## config.mk

```make
export PLATFORM = sky130hd
export DESIGN_NAME = binary_xml_token_decoder_unit
export DESIGN_NICKNAME = d
export VERILOG_FILES = /design/src/hdl/bxtd_pkg.sv /design/src/hdl/bxtd_front.sv /design/src/hdl/bxtd_queue.sv /design/src/hdl/bxtd_back.sv /design/src/hdl/binary_xml_token_decoder_unit.sv
export SDC_FILE = /design/constraint.sdc
export NUM_CORES = 1
export LEC_CHECK = 0
export BUFFER_PORTS_ARGS = -buffer_cell sky130_fd_sc_hd__buf_2
export CAP_MARGIN = 20
export CORE_MARGIN = 2
export CORE_UTILIZATION = 45
export CTS_CLUSTER_DIAMETER = 120
export DETAILED_ROUTE_END_ITERATION = 12
export SLEW_MARGIN = 20
export SYNTH_ARGS = -nofsm -noshare
export SYNTH_HDL_FRONTEND = slang
export SYNTH_HIERARCHICAL = 1
export SYNTH_SLANG_ARGS = --single-unit
```

## constraint.sdc

```tcl
create_clock -name clk -period 9 [get_ports clk]
set_clock_uncertainty 0.1 [all_clocks]
set_input_delay 1.35 -clock clk [delete_from_list [all_inputs] [get_ports clk]]
set_output_delay 1.35 -clock clk [all_outputs]
set_load 0.05 [all_outputs]
```

## src/hdl/bxtd_pkg.sv

```systemverilog
// bxtd_pkg: shared types, constants and helpers for the binary xml token decoder
`default_nettype none
package bxtd_pkg;

  localparam int VALUE_BITS  = 32;
  localparam int OFFSET_BITS = 32;
  localparam int DEPTH_BITS  = 8;
  localparam int OVF_BITS    = 10;
  localparam int QUEUE_DEPTH = 2;

  typedef logic [VALUE_BITS-1:0]  value_t;
  typedef logic [OFFSET_BITS-1:0] offset_t;
  typedef logic [DEPTH_BITS-1:0]  depth_t;

  typedef enum logic [2:0] {
    PH_INITIAL  = 3'd0,
    PH_NEWTOKEN = 3'd1,
    PH_NUMVAL   = 3'd2,
    PH_TAGNAME  = 3'd3,
    PH_ATTRNAME = 3'd4,
    PH_UDATA    = 3'd5,
    PH_BLOB     = 3'd6,
    PH_ERROR    = 3'd7
  } phase_t;

  typedef enum logic [2:0] {
    TT_EXT   = 3'd0,
    TT_TAG   = 3'd1,
    TT_DTAG  = 3'd2,
    TT_ATTR  = 3'd3,
    TT_DATTR = 3'd4,
    TT_BLOB  = 3'd5,
    TT_UDATA = 3'd6,
    TT_CLOSE = 3'd7
  } tok_t;

  typedef enum logic [2:0] {
    ERR_NONE     = 3'd0,
    ERR_NEST     = 3'd1,
    ERR_OVERFLOW = 3'd2,
    ERR_ATTR     = 3'd3,
    ERR_CODING   = 3'd4
  } err_t;

  localparam logic [1:0] TC_NONE = 2'd0;
  localparam logic [1:0] TC_TAG  = 2'd1;
  localparam logic [1:0] TC_ATTR = 2'd3;

  typedef struct packed {
    logic [7:0] data_byte;
    logic       restart;
  } in_beat_t;

  typedef struct packed {
    logic [31:0] byte_offset;
    logic        token_done;
    logic [2:0]  token_type;
    logic [31:0] token_value;
    logic [31:0] token_start;
    logic [31:0] element_start;
    logic [7:0]  depth;
    logic        in_payload;
    logic        message_done;
    logic [2:0]  error_code;
  } out_beat_t;

  // classified byte passed from front to back
  typedef struct packed {
    offset_t    offset;
    logic       restart;
    logic       is_close;
    logic       is_final;
    tok_t       tok;
    logic [6:0] low7;
    logic [3:0] nib;
  } tok_beat_t;

  function automatic logic [31:0] off_out(offset_t v);
    logic [63:0] w;
    w = 64'(v);
    return w[31:0];
  endfunction

  function automatic logic [31:0] val_out(value_t v);
    logic [63:0] w;
    w = 64'(v);
    return w[31:0];
  endfunction

  function automatic logic [7:0] depth_out(depth_t v);
    logic [15:0] w;
    w = 16'(v);
    return w[7:0];
  endfunction

endpackage
`default_nettype wire

```

## src/hdl/bxtd_front.sv

```systemverilog
// bxtd_front: input stage, byte offset counter and byte classification
`default_nettype none
module bxtd_front (
  input  wire logic                clk,
  input  wire logic                rst_n,
  input  wire logic                in_valid,
  output logic                     in_ready,
  input  wire bxtd_pkg::in_beat_t  in_data,
  output logic                     fb_valid,
  input  wire logic                fb_ready,
  output bxtd_pkg::tok_beat_t      fb_data
);
  import bxtd_pkg::*;

  logic      valid_r, valid_nxt;
  offset_t   count_r, count_nxt;
  tok_beat_t beat_r, beat_nxt;
  offset_t   off;
  logic      take;

  assign in_ready = !valid_r || fb_ready;
  assign take     = in_valid && in_ready;
  assign off      = in_data.restart ? '0 : count_r;

  always_comb begin
    valid_nxt = valid_r;
    count_nxt = count_r;
    beat_nxt  = beat_r;
    if (fb_ready) begin
      valid_nxt = 1'b0;
    end
    if (take) begin
      valid_nxt         = 1'b1;
      count_nxt         = off + offset_t'(1);
      beat_nxt.offset   = off;
      beat_nxt.restart  = in_data.restart;
      beat_nxt.is_close = (in_data.data_byte == 8'h00);
      beat_nxt.is_final = in_data.data_byte[7];
      beat_nxt.tok      = tok_t'(in_data.data_byte[2:0]);
      beat_nxt.low7     = in_data.data_byte[6:0];
      beat_nxt.nib      = in_data.data_byte[6:3];
    end
  end

  always_ff @(posedge clk) begin
    if (!rst_n) begin
      valid_r <= 1'b0;
      count_r <= '0;
    end else begin
      valid_r <= valid_nxt;
      count_r <= count_nxt;
    end
    beat_r <= beat_nxt;
  end

  assign fb_valid = valid_r;
  assign fb_data  = beat_r;

endmodule
`default_nettype wire

```

## src/hdl/bxtd_queue.sv

```systemverilog
// bxtd_queue: short queue of classified bytes between front and back
`default_nettype none
module bxtd_queue (
  input  wire logic                 clk,
  input  wire logic                 rst_n,
  input  wire logic                 push_valid,
  output logic                      push_ready,
  input  wire bxtd_pkg::tok_beat_t  push_data,
  output logic                      pop_valid,
  input  wire logic                 pop_ready,
  output bxtd_pkg::tok_beat_t       pop_data
);
  import bxtd_pkg::*;

  localparam int PTR_BITS = (QUEUE_DEPTH > 1) ? $clog2(QUEUE_DEPTH) : 1;
  localparam int CNT_BITS = $clog2(QUEUE_DEPTH + 1);

  tok_beat_t           slot_r [QUEUE_DEPTH];
  logic [PTR_BITS-1:0] wr_ptr_r, wr_ptr_nxt;
  logic [PTR_BITS-1:0] rd_ptr_r, rd_ptr_nxt;
  logic [CNT_BITS-1:0] count_r, count_nxt;
  logic                push, pop;

  assign push_ready = (count_r != CNT_BITS'(QUEUE_DEPTH));
  assign pop_valid  = (count_r != '0);
  assign push       = push_valid && push_ready;
  assign pop        = pop_valid && pop_ready;
  assign pop_data   = slot_r[rd_ptr_r];

  always_comb begin
    wr_ptr_nxt = wr_ptr_r;
    rd_ptr_nxt = rd_ptr_r;
    count_nxt  = count_r;
    if (push) begin
      wr_ptr_nxt = (wr_ptr_r == PTR_BITS'(QUEUE_DEPTH - 1)) ? '0 : wr_ptr_r + PTR_BITS'(1);
    end
    if (pop) begin
      rd_ptr_nxt = (rd_ptr_r == PTR_BITS'(QUEUE_DEPTH - 1)) ? '0 : rd_ptr_r + PTR_BITS'(1);
    end
    if (push && !pop) begin
      count_nxt = count_r + CNT_BITS'(1);
    end else if (pop && !push) begin
      count_nxt = count_r - CNT_BITS'(1);
    end
  end

  always_ff @(posedge clk) begin
    if (!rst_n) begin
      wr_ptr_r <= '0;
      rd_ptr_r <= '0;
      count_r  <= '0;
    end else begin
      wr_ptr_r <= wr_ptr_nxt;
      rd_ptr_r <= rd_ptr_nxt;
      count_r  <= count_nxt;
    end
    if (push) begin
      slot_r[wr_ptr_r] <= push_data;
    end
  end

endmodule
`default_nettype wire

```

## src/hdl/bxtd_back.sv

```systemverilog
// bxtd_back: token decoder state machine and result register
`default_nettype none
module bxtd_back (
  input  wire logic                 clk,
  input  wire logic                 rst_n,
  input  wire logic                 bk_valid,
  output logic                      bk_ready,
  input  wire bxtd_pkg::tok_beat_t  bk_data,
  output logic                      out_valid,
  input  wire logic                 out_ready,
  output bxtd_pkg::out_beat_t       out_data
);
  import bxtd_pkg::*;

  phase_t     phase_r, phase_nxt;
  logic [1:0] tc_r, tc_nxt;
  value_t     pend_r, pend_nxt;
  depth_t     depth_r, depth_nxt;
  offset_t    tbeg_r, tbeg_nxt;
  offset_t    ebeg_r, ebeg_nxt;
  err_t       serr_r, serr_nxt;
  logic       ovalid_r, ovalid_nxt;
  out_beat_t  obeat_r, obeat_nxt;

  logic       step;
  err_t       err;
  logic       header, done, pay, msg;
  tok_t       tt;
  value_t     tval;

  assign bk_ready = !ovalid_r || out_ready;
  assign step     = bk_valid && bk_ready;

  always_comb begin
    phase_nxt = bk_data.restart ? PH_INITIAL : phase_r;
    tc_nxt    = bk_data.restart ? TC_NONE : tc_r;
    pend_nxt  = bk_data.restart ? '0 : pend_r;
    depth_nxt = bk_data.restart ? '0 : depth_r;
    tbeg_nxt  = bk_data.restart ? '0 : tbeg_r;
    ebeg_nxt  = bk_data.restart ? '0 : ebeg_r;
    serr_nxt  = bk_data.restart ? ERR_NONE : serr_r;
    err    = ERR_NONE;
    header = 1'b0;
    done   = 1'b0;
    pay    = 1'b0;
    msg    = 1'b0;
    tt     = TT_EXT;
    tval   = '0;

    unique case (phase_nxt)
      PH_INITIAL, PH_NEWTOKEN: begin
        tbeg_nxt = bk_data.offset;
        if (tc_nxt > TC_TAG) begin
          tc_nxt = tc_nxt - 2'd1;
        end
        if (bk_data.is_close) begin
          if (depth_nxt == '0 || tc_nxt > TC_TAG) begin
            err = ERR_NEST;
          end else begin
            if (tc_nxt == TC_TAG) begin
              tc_nxt = TC_NONE;
            end
            depth_nxt = depth_nxt - depth_t'(1);
            done      = 1'b1;
            tt        = TT_CLOSE;
            if (depth_nxt == '0) begin
              phase_nxt = PH_INITIAL;
              msg       = 1'b1;
            end else begin
              phase_nxt = PH_NEWTOKEN;
            end
          end
        end else begin
          pend_nxt  = '0;
          phase_nxt = PH_NUMVAL;
          header    = 1'b1;
        end
      end
      PH_NUMVAL: begin
        header = 1'b1;
      end
      PH_TAGNAME, PH_ATTRNAME, PH_UDATA, PH_BLOB: begin
        pay = 1'b1;
        if (pend_nxt == '0) begin
          err = ERR_CODING;
        end else begin
          pend_nxt = pend_nxt - value_t'(1);
          if (pend_nxt == '0) begin
            priority if (phase_nxt == PH_TAGNAME) begin
              if (depth_nxt == '0) begin
                err = ERR_NEST;
              end else begin
                tc_nxt = TC_TAG;
              end
            end else if (phase_nxt == PH_ATTRNAME) begin
              if (depth_nxt == '0) begin
                err = ERR_ATTR;
              end else begin
                tc_nxt = TC_ATTR;
              end
            end else begin
            end
            phase_nxt = PH_NEWTOKEN;
          end
        end
      end
      PH_ERROR: begin
      end
    endcase

    if (header) begin
      if (!bk_data.is_final) begin
        if (pend_nxt[VALUE_BITS-1 -: OVF_BITS] != '0) begin
          err = ERR_OVERFLOW;
        end
        pend_nxt = {pend_nxt[VALUE_BITS-8:0], bk_data.low7};
      end else begin
        pend_nxt = {pend_nxt[VALUE_BITS-5:0], bk_data.nib};
        unique case (bk_data.tok)
          TT_EXT, TT_DTAG: begin
            if (tc_nxt == TC_TAG) begin
              tc_nxt = TC_NONE;
            end
            if (depth_nxt == '1) begin
              err = ERR_NEST;
            end else begin
              depth_nxt = depth_nxt + depth_t'(1);
              ebeg_nxt  = tbeg_nxt;
            end
            if (bk_data.tok == TT_DTAG) begin
              tc_nxt = TC_TAG;
            end
            phase_nxt = PH_NEWTOKEN;
          end
          TT_TAG: begin
            if (tc_nxt == TC_TAG) begin
              tc_nxt = TC_NONE;
            end
            pend_nxt = pend_nxt + value_t'(1);
            if (depth_nxt == '1) begin
              err = ERR_NEST;
            end else begin
              depth_nxt = depth_nxt + depth_t'(1);
              ebeg_nxt  = tbeg_nxt;
            end
            phase_nxt = PH_TAGNAME;
          end
          TT_ATTR: begin
            if (tc_nxt != TC_TAG) begin
              err = ERR_ATTR;
            end else begin
              pend_nxt  = pend_nxt + value_t'(1);
              phase_nxt = PH_ATTRNAME;
            end
          end
          TT_DATTR: begin
            if (tc_nxt != TC_TAG) begin
              err = ERR_ATTR;
            end else begin
              tc_nxt    = TC_ATTR;
              phase_nxt = PH_NEWTOKEN;
            end
          end
          TT_BLOB, TT_UDATA: begin
            if (tc_nxt == TC_TAG) begin
              tc_nxt = TC_NONE;
            end
            if (pend_nxt == '0) begin
              phase_nxt = PH_NEWTOKEN;
            end else begin
              phase_nxt = (bk_data.tok == TT_BLOB) ? PH_BLOB : PH_UDATA;
            end
          end
          TT_CLOSE: begin
            err = ERR_CODING;
          end
        endcase
        done = 1'b1;
        tt   = bk_data.tok;
        tval = pend_nxt;
      end
    end

    if (err != ERR_NONE) begin
      serr_nxt  = err;
      phase_nxt = PH_ERROR;
      tc_nxt    = TC_NONE;
      done      = 1'b0;
      tt        = TT_EXT;
      tval      = '0;
      msg       = 1'b0;
    end

    obeat_nxt.byte_offset   = off_out(bk_data.offset);
    obeat_nxt.token_done    = done;
    obeat_nxt.token_type    = tt;
    obeat_nxt.token_value   = val_out(tval);
    obeat_nxt.token_start   = off_out(tbeg_nxt);
    obeat_nxt.element_start = off_out(ebeg_nxt);
    obeat_nxt.depth         = depth_out(depth_nxt);
    obeat_nxt.in_payload    = pay;
    obeat_nxt.message_done  = msg;
    obeat_nxt.error_code    = serr_nxt;

    ovalid_nxt = step || (ovalid_r && !out_ready);
  end

  always_ff @(posedge clk) begin
    if (!rst_n) begin
      phase_r  <= PH_INITIAL;
      tc_r     <= TC_NONE;
      pend_r   <= '0;
      depth_r  <= '0;
      tbeg_r   <= '0;
      ebeg_r   <= '0;
      serr_r   <= ERR_NONE;
      ovalid_r <= 1'b0;
    end else begin
      ovalid_r <= ovalid_nxt;
      if (step) begin
        phase_r <= phase_nxt;
        tc_r    <= tc_nxt;
        pend_r  <= pend_nxt;
        depth_r <= depth_nxt;
        tbeg_r  <= tbeg_nxt;
        ebeg_r  <= ebeg_nxt;
        serr_r  <= serr_nxt;
      end
    end
    if (step) begin
      obeat_r <= obeat_nxt;
    end
  end

  assign out_valid = ovalid_r;
  assign out_data  = obeat_r;

endmodule
`default_nettype wire

```

## src/hdl/binary_xml_token_decoder_unit.sv

```systemverilog
// binary_xml_token_decoder_unit: top level of the binary xml token decoder
//
//   channel  dir  handshake              beat
//   in_      in   in_valid / in_ready    in_beat_t  (data_byte, restart)
//   out_     out  out_valid / out_ready  out_beat_t (one result per byte)
//
// one byte per cycle sustained while out_ready is held high; each input beat passes, in order,
// through the front register, the two-entry queue and the result register
// the decoder state loop in the back stage is combinational and updates once per accepted byte
// rst_n clears the offset counter, queue, decoder state and result valid
// a stalled output holds its beat; the queue lets the front keep taking bytes until it fills
`default_nettype none
module binary_xml_token_decoder_unit (
  input  wire logic                clk,
  input  wire logic                rst_n,
  input  wire logic                in_valid,
  output logic                     in_ready,
  input  wire bxtd_pkg::in_beat_t  in_data,
  output logic                     out_valid,
  input  wire logic                out_ready,
  output bxtd_pkg::out_beat_t      out_data
);
  import bxtd_pkg::*;

  logic      fb_valid, fb_ready;
  tok_beat_t fb_data;
  logic      bk_valid, bk_ready;
  tok_beat_t bk_data;

  bxtd_front u_front (
    .clk      (clk),
    .rst_n    (rst_n),
    .in_valid (in_valid),
    .in_ready (in_ready),
    .in_data  (in_data),
    .fb_valid (fb_valid),
    .fb_ready (fb_ready),
    .fb_data  (fb_data)
  );

  bxtd_queue u_queue (
    .clk        (clk),
    .rst_n      (rst_n),
    .push_valid (fb_valid),
    .push_ready (fb_ready),
    .push_data  (fb_data),
    .pop_valid  (bk_valid),
    .pop_ready  (bk_ready),
    .pop_data   (bk_data)
  );

  bxtd_back u_back (
    .clk       (clk),
    .rst_n     (rst_n),
    .bk_valid  (bk_valid),
    .bk_ready  (bk_ready),
    .bk_data   (bk_data),
    .out_valid (out_valid),
    .out_ready (out_ready),
    .out_data  (out_data)
  );

endmodule
`default_nettype wire

```

### Word level (Yosys, flattened, before mapping)

Memories as Yosys holds them, arrays and structs flattened. A register that Yosys moved wholly into a read port is not among the register bits.
Index checks and enable logic that the tools add are counted.

* bits in registers: 344
* RAM bits: 98
* output and inout port bits: 147
* logic and storage cells: 202
* memories: 1

Memories
* u_queue.slot_r: depth 2, width 49, rd ports 1, clocked after memory_dff 1, write ports 1, RTL line bxtd_queue.sv:18 `tok_beat_t slot_r [QUEUE_DEPTH];`

* add/subtract/negate cells: 10
* order comparisons: 2
* equal/unequal tests: 18
* muxes and demuxes: 100
* bitwise gates (word level): 4
* reduce and logical (&&, ||, !) cells: 37

Operator list (number)
* 32-bit 2-to-1 mux: 14
* 32-bit case mux with 2 select lines: 2
* 32-bit logical NOT: 3
* 3-bit 2-to-1 mux: 28
* 32-bit by 1-bit adder with 32-bit output (second input constant): 2
* 8-bit 2-to-1 mux: 8
* 2-bit 2-to-1 mux: 22
* 32-bit by 1-bit subtractor with 32-bit output (second input constant): 1
* 8-bit logical NOT: 3
* 3-bit equality test (second input constant): 7
* 1-bit 2-to-1 mux: 19
* 3-bit case mux with 5 select lines: 1
* 3-bit by 2-bit equality test with 1-bit output (second input constant): 4
* 3-bit case mux with 2 select lines: 2
* 10-bit nonzero test: 1
* 3-bit case mux with 3 select lines: 1
* 3-bit OR reduction: 3
* 8-bit by 1-bit adder with 8-bit output (second input constant): 1
* 8-bit equality test (second input constant): 1
* 2-bit OR reduction: 4
* 4-bit OR reduction: 2
* 8-bit by 1-bit subtractor with 8-bit output (second input constant): 1
* 3-bit by 1-bit equality test with 1-bit output (second input constant): 2
* 1-bit logical AND: 6
* 16 further kinds: 33

### Logic depth before layout (Yosys ltp)

* word-level depth: 16
* gate-level depth with buffers: 23
* mapped depth without buffers: 15

### By module

The synthesis kept the hierarchy.

By module, submodules not included
* bxtd_back: instances 1, cells each 1630, area each 14550.2 sq um, seq. area each 6616.3 sq um
* bxtd_queue: instances 1, cells each 176, area each 3771.1 sq um, seq. area each 3042.9 sq um
* bxtd_front: instances 1, cells each 315, area each 3357.0 sq um, seq. area each 1921.8 sq um

### Worst setup path after synthesis

No wires, ideal clock.

* path kind: input-to-reg
* from: input port out_ready
* to: register u_back.obeat_r (netlist bit u_back/out_data[0]) (enable)
* library setup time: 0.565 ns
* data arrival time: 6.136 ns
* setup slack: 2.199 ns
* cell stages on the path: 5
* path buffers: 2
* cells stage by stage: nand2b_1 > nand2_1 > clkinv_1 > clkbuf_1 > buf_1

* word-level cells in the longest chain between the ends: 2

RTL lines
* from (decl): RTL line binary_xml_token_decoder_unit.sv:20 `input wire logic out_ready,`
* 1-bit logical OR: RTL line bxtd_back.sv:31 `assign bk_ready = !ovalid_r || out_ready;`
* 1-bit logical AND: RTL line bxtd_back.sv:32 `assign step = bk_valid && bk_ready;`
* via u_back.step: RTL line bxtd_back.sv:25 `logic step;`
* to (signal assigned): RTL line bxtd_back.sv:231 `obeat_r <= obeat_nxt;`
* to (decl): RTL line bxtd_back.sv:23 `out_beat_t obeat_r, obeat_nxt;`

The timed path passes the listed nets, and every way through them passes these cells.
A chain may end at the register's enable or synchronous reset.

==> flow_summary.ini <==
[min_path]
hp-class = register to register

[sta]
slew_viol_final = 0
grt_setup_unrepaired = false
max_slew.worst_pin.slew_ns = 1.24
setup_slack_ns = 3.30
max_slew_margin = 0.166
finalSetupViolations = 0
period_share = 0.633
fmax_mhz = 176
tns_ns = 0
fin_crit_ns = 5.70
hold_violations = 0

[synth]
synth-edff-count = 285
yosysTopAreaCellShare = 0.395
synth_area_mm2 = 0.0217
yosysTopAreaCell = edfxtp_1
synth-simple-area-share = 0.209
yosys.area_share.adder = 0.00693
synth_ff_type = edfxtp_1
syn_avg_cell_area_um2 = 10.2
syn_inst = 2121
synth_mux_area_frac = 0.0371
ys_seq_elements = 436
synthTopCellsByArea = edfxtp_1 (39%), dfxtp_1 (14%), nand2_1 (4.5%)
yosysSeqAreaShare = 0.534
synth_top_family_by_area = simple AND/OR/NAND/NOR gates
ys_types = 98
ys_async_sr_fraction = 0
synth_xor_area_frac = 0.0226
ys_warn_count = 6
syn_nets = 2146
synth_compound_area_frac = 0.147

[layout]
area.sequential_mm2 = 0.0116
n_fill_cell = 4303
postLayoutCellArea_mm2 = 0.0244
nets = 2233
drive_gt1_frac = 0.164
syn2layout_area_growth_pct = 12.5
layout_common_cells = edfxtp_1 (285), nand2_1 (259), nor2_1 (183), buf_2 (158), dfxtp_1 (150)
multi_input_area_mm2 = 0.00920
final_common_cell = edfxtp_1

[route]
drc = 0
drt-total-wl_um = 65700
vias = 17500
drtIter0Drc = 1910
dr.pass1.iters = 6
postRouteAntennaNets = 0
viasPerCell = 6.11
wire_per_inst_um = 22.9

[clock_tree]
cts_tree = yes
cts.path.max_buffers = 3
post_cts_buffers = 0
hold_buffers = 0
clock_latency_ns = 0.60
cts-root-buf = clkbuf_16
cts_made_buffers = 48
cts_htree_levels = 2
post_cts_resize_count = 0
path_clk_slew_ns = 0.06
cts_num_sinks = 436

[die]
chipHeight_um = 223
die_x_um = 223
dieArea_mm2 = 0.0499
core_mm2 = 0.0476
core.rowCount = 80
ioPinCount = 160
initial_core_util = 0.455

[placed_design]
hpwl_um = 45400
pre_cts_ws_ns = 3.48
dpl_cell_area_mm2 = 0.0228
place_congestion = 0.981
numPortBuffers = 159

[worst_setup_path]
worstSetupPathType = register to register
cp.arrival_ns = 5.92
critPathMaxFanout = 30
crit_required_ns = 9.23
start_kind = register
worst_setup_path_end_kind = register

[global_route]
grt_antenna_before_repair = 1
overflow = 0
grtUsageTotal = 0.259
grt_pass1_wl_um = 99800
grt_max_degree = 102
grt_pass1_vias = 16500

[power]
p_leak_nw = 9.33
peakVddDrop_mv = 0.218
power_density_mw_per_mm2 = 412
p_total_mw = 10.0

[job]
max-cap-violations = 0

[run_status]
status = completed
==> logic make-up after synthesis <==
group / count (synthesis)
and+or+nand+nor: 882
DFF: 436
buffers and inverters: 219
AOI/OAI and AO/OA: 442
adders and majority gates: 12
xor gates and xnor gates: 56
muxes: 74
==> sequential cells by signal, indices dropped and copies added, names as in the netlist, 2 cells and up, named ones only <==
| register | count |
|---|---|
| u_back/serr_r | 3 |
| u_queue/slot_r | 98 |
| u_queue/count_r | 2 |
| u_back/phase_r | 3 |
| u_back/tbeg_r | 32 |
| u_front/count_r | 32 |
| u_back/pend_r | 32 |
| u_back/tc_r | 2 |
| u_back/depth_r | 8 |
| u_back/ebeg_r | 32 |
| u_back/out_data | 145 |
| u_front/fb_data | 42 |
==> worst max-delay path, stage by stage (launching register included) <==
cell      delay, ns
dfxtp_2        0.32
mux2_2         0.28
nand2b_1       0.29
ha_1           0.51
nor2b_1        0.57
nor4b_1        0.52
o32ai_1        0.22
nor4_1         0.38
and4b_1        0.63
o21ai_2        0.15
o21ai_4        0.37
buf_4          0.41
nand3b_1       0.14
xnor2_1        0.41
nor2_1         0.10
==> worst paths after layout <==
| path | to | depth (start not counted) | slack [ns] | from |
|---|---|---|---|---|
| setup / recovery | u_back/out_data[100]$_SDFFCE_PP0P_ | 14 | 3.30 | register |
| hold reg to reg | u_queue/slot_r[1][48]$_DFFE_PP_ | 0 | 0.33 | u_front/fb_data[48]$_DFFE_PP_ |
| setup reg to reg | u_back/out_data[100]$_SDFFCE_PP0P_ | 14 | 3.30 | register |
| hold / removal | u_queue/slot_r[1][48]$_DFFE_PP_ | 0 | 0.33 | u_front/fb_data[48]$_DFFE_PP_ |
==> metrics by stage <==
stage                      util  hold slack (ns)  instances
after detailed placement  0.479            0.329       2772
after CTS                 0.511            0.328       2862
final                     0.512            0.335       2865
after global routing      0.512            0.342       2863
after floorplan               -            0.321       2121
after global placement    0.479            0.323       2772
==> where the power goes <==
| group | switching (mW) | internal, mW | leakage (nW) |
|---|---|---|---|
| sequential | 0.426 | 2.87 | 3.98 |
| combinational | 3.59 | 1.26 | 4.61 |
| clock | 0.805 | 1.09 | 0.745 |
| total | 4.82 | 5.22 | 9.33 |
==> per-layer routing <==
metal / wire (µm) / GRT usage / up-vias
li1: - / - / 7991
met1: 30200 / 0.391 / 8570
met2: 27800 / 0.370 / 811
met3: 5910 / 0.0554 / 128
met4: 1850 / 0.0783 / 0
met5: 0 / 0 / -
==> Yosys cell counts (all sizes together), types with 10 or more instances <==
library cell,n
nor2,184
mux2i,24
nor2b,42
dfxtp,151
nand4,38
a22oi,12
nor3b,38
xnor2,43
buf,49
a21boi,19
o21ai,97
o211a,35
edfxtp,285
nand2b,11
xor2,13
and4,11
mux2,50
or4,11
or2,10
a221oi,18
nor4,39
o211ai,14
inv,65
nand3,86
and2,30
nand2,261
nor3,53
o221ai,10
or3,16
o31ai,13
ha,12
a211oi,10
a31oi,15
clkbuf,104
and3,18
o21a,40
a21oi,67
==> cell type report <==
class                      instances  share of cell area
tap                              615              0.0316
clock inverter                    24             0.00847
clock buffer                      66              0.0541
timing repair buffer             190              0.0428
antenna                            2            0.000205
multi-input combinational       1466               0.377
sequential                       436               0.475
inverter                          66              0.0105
Power figures use the tool's default switching activity.
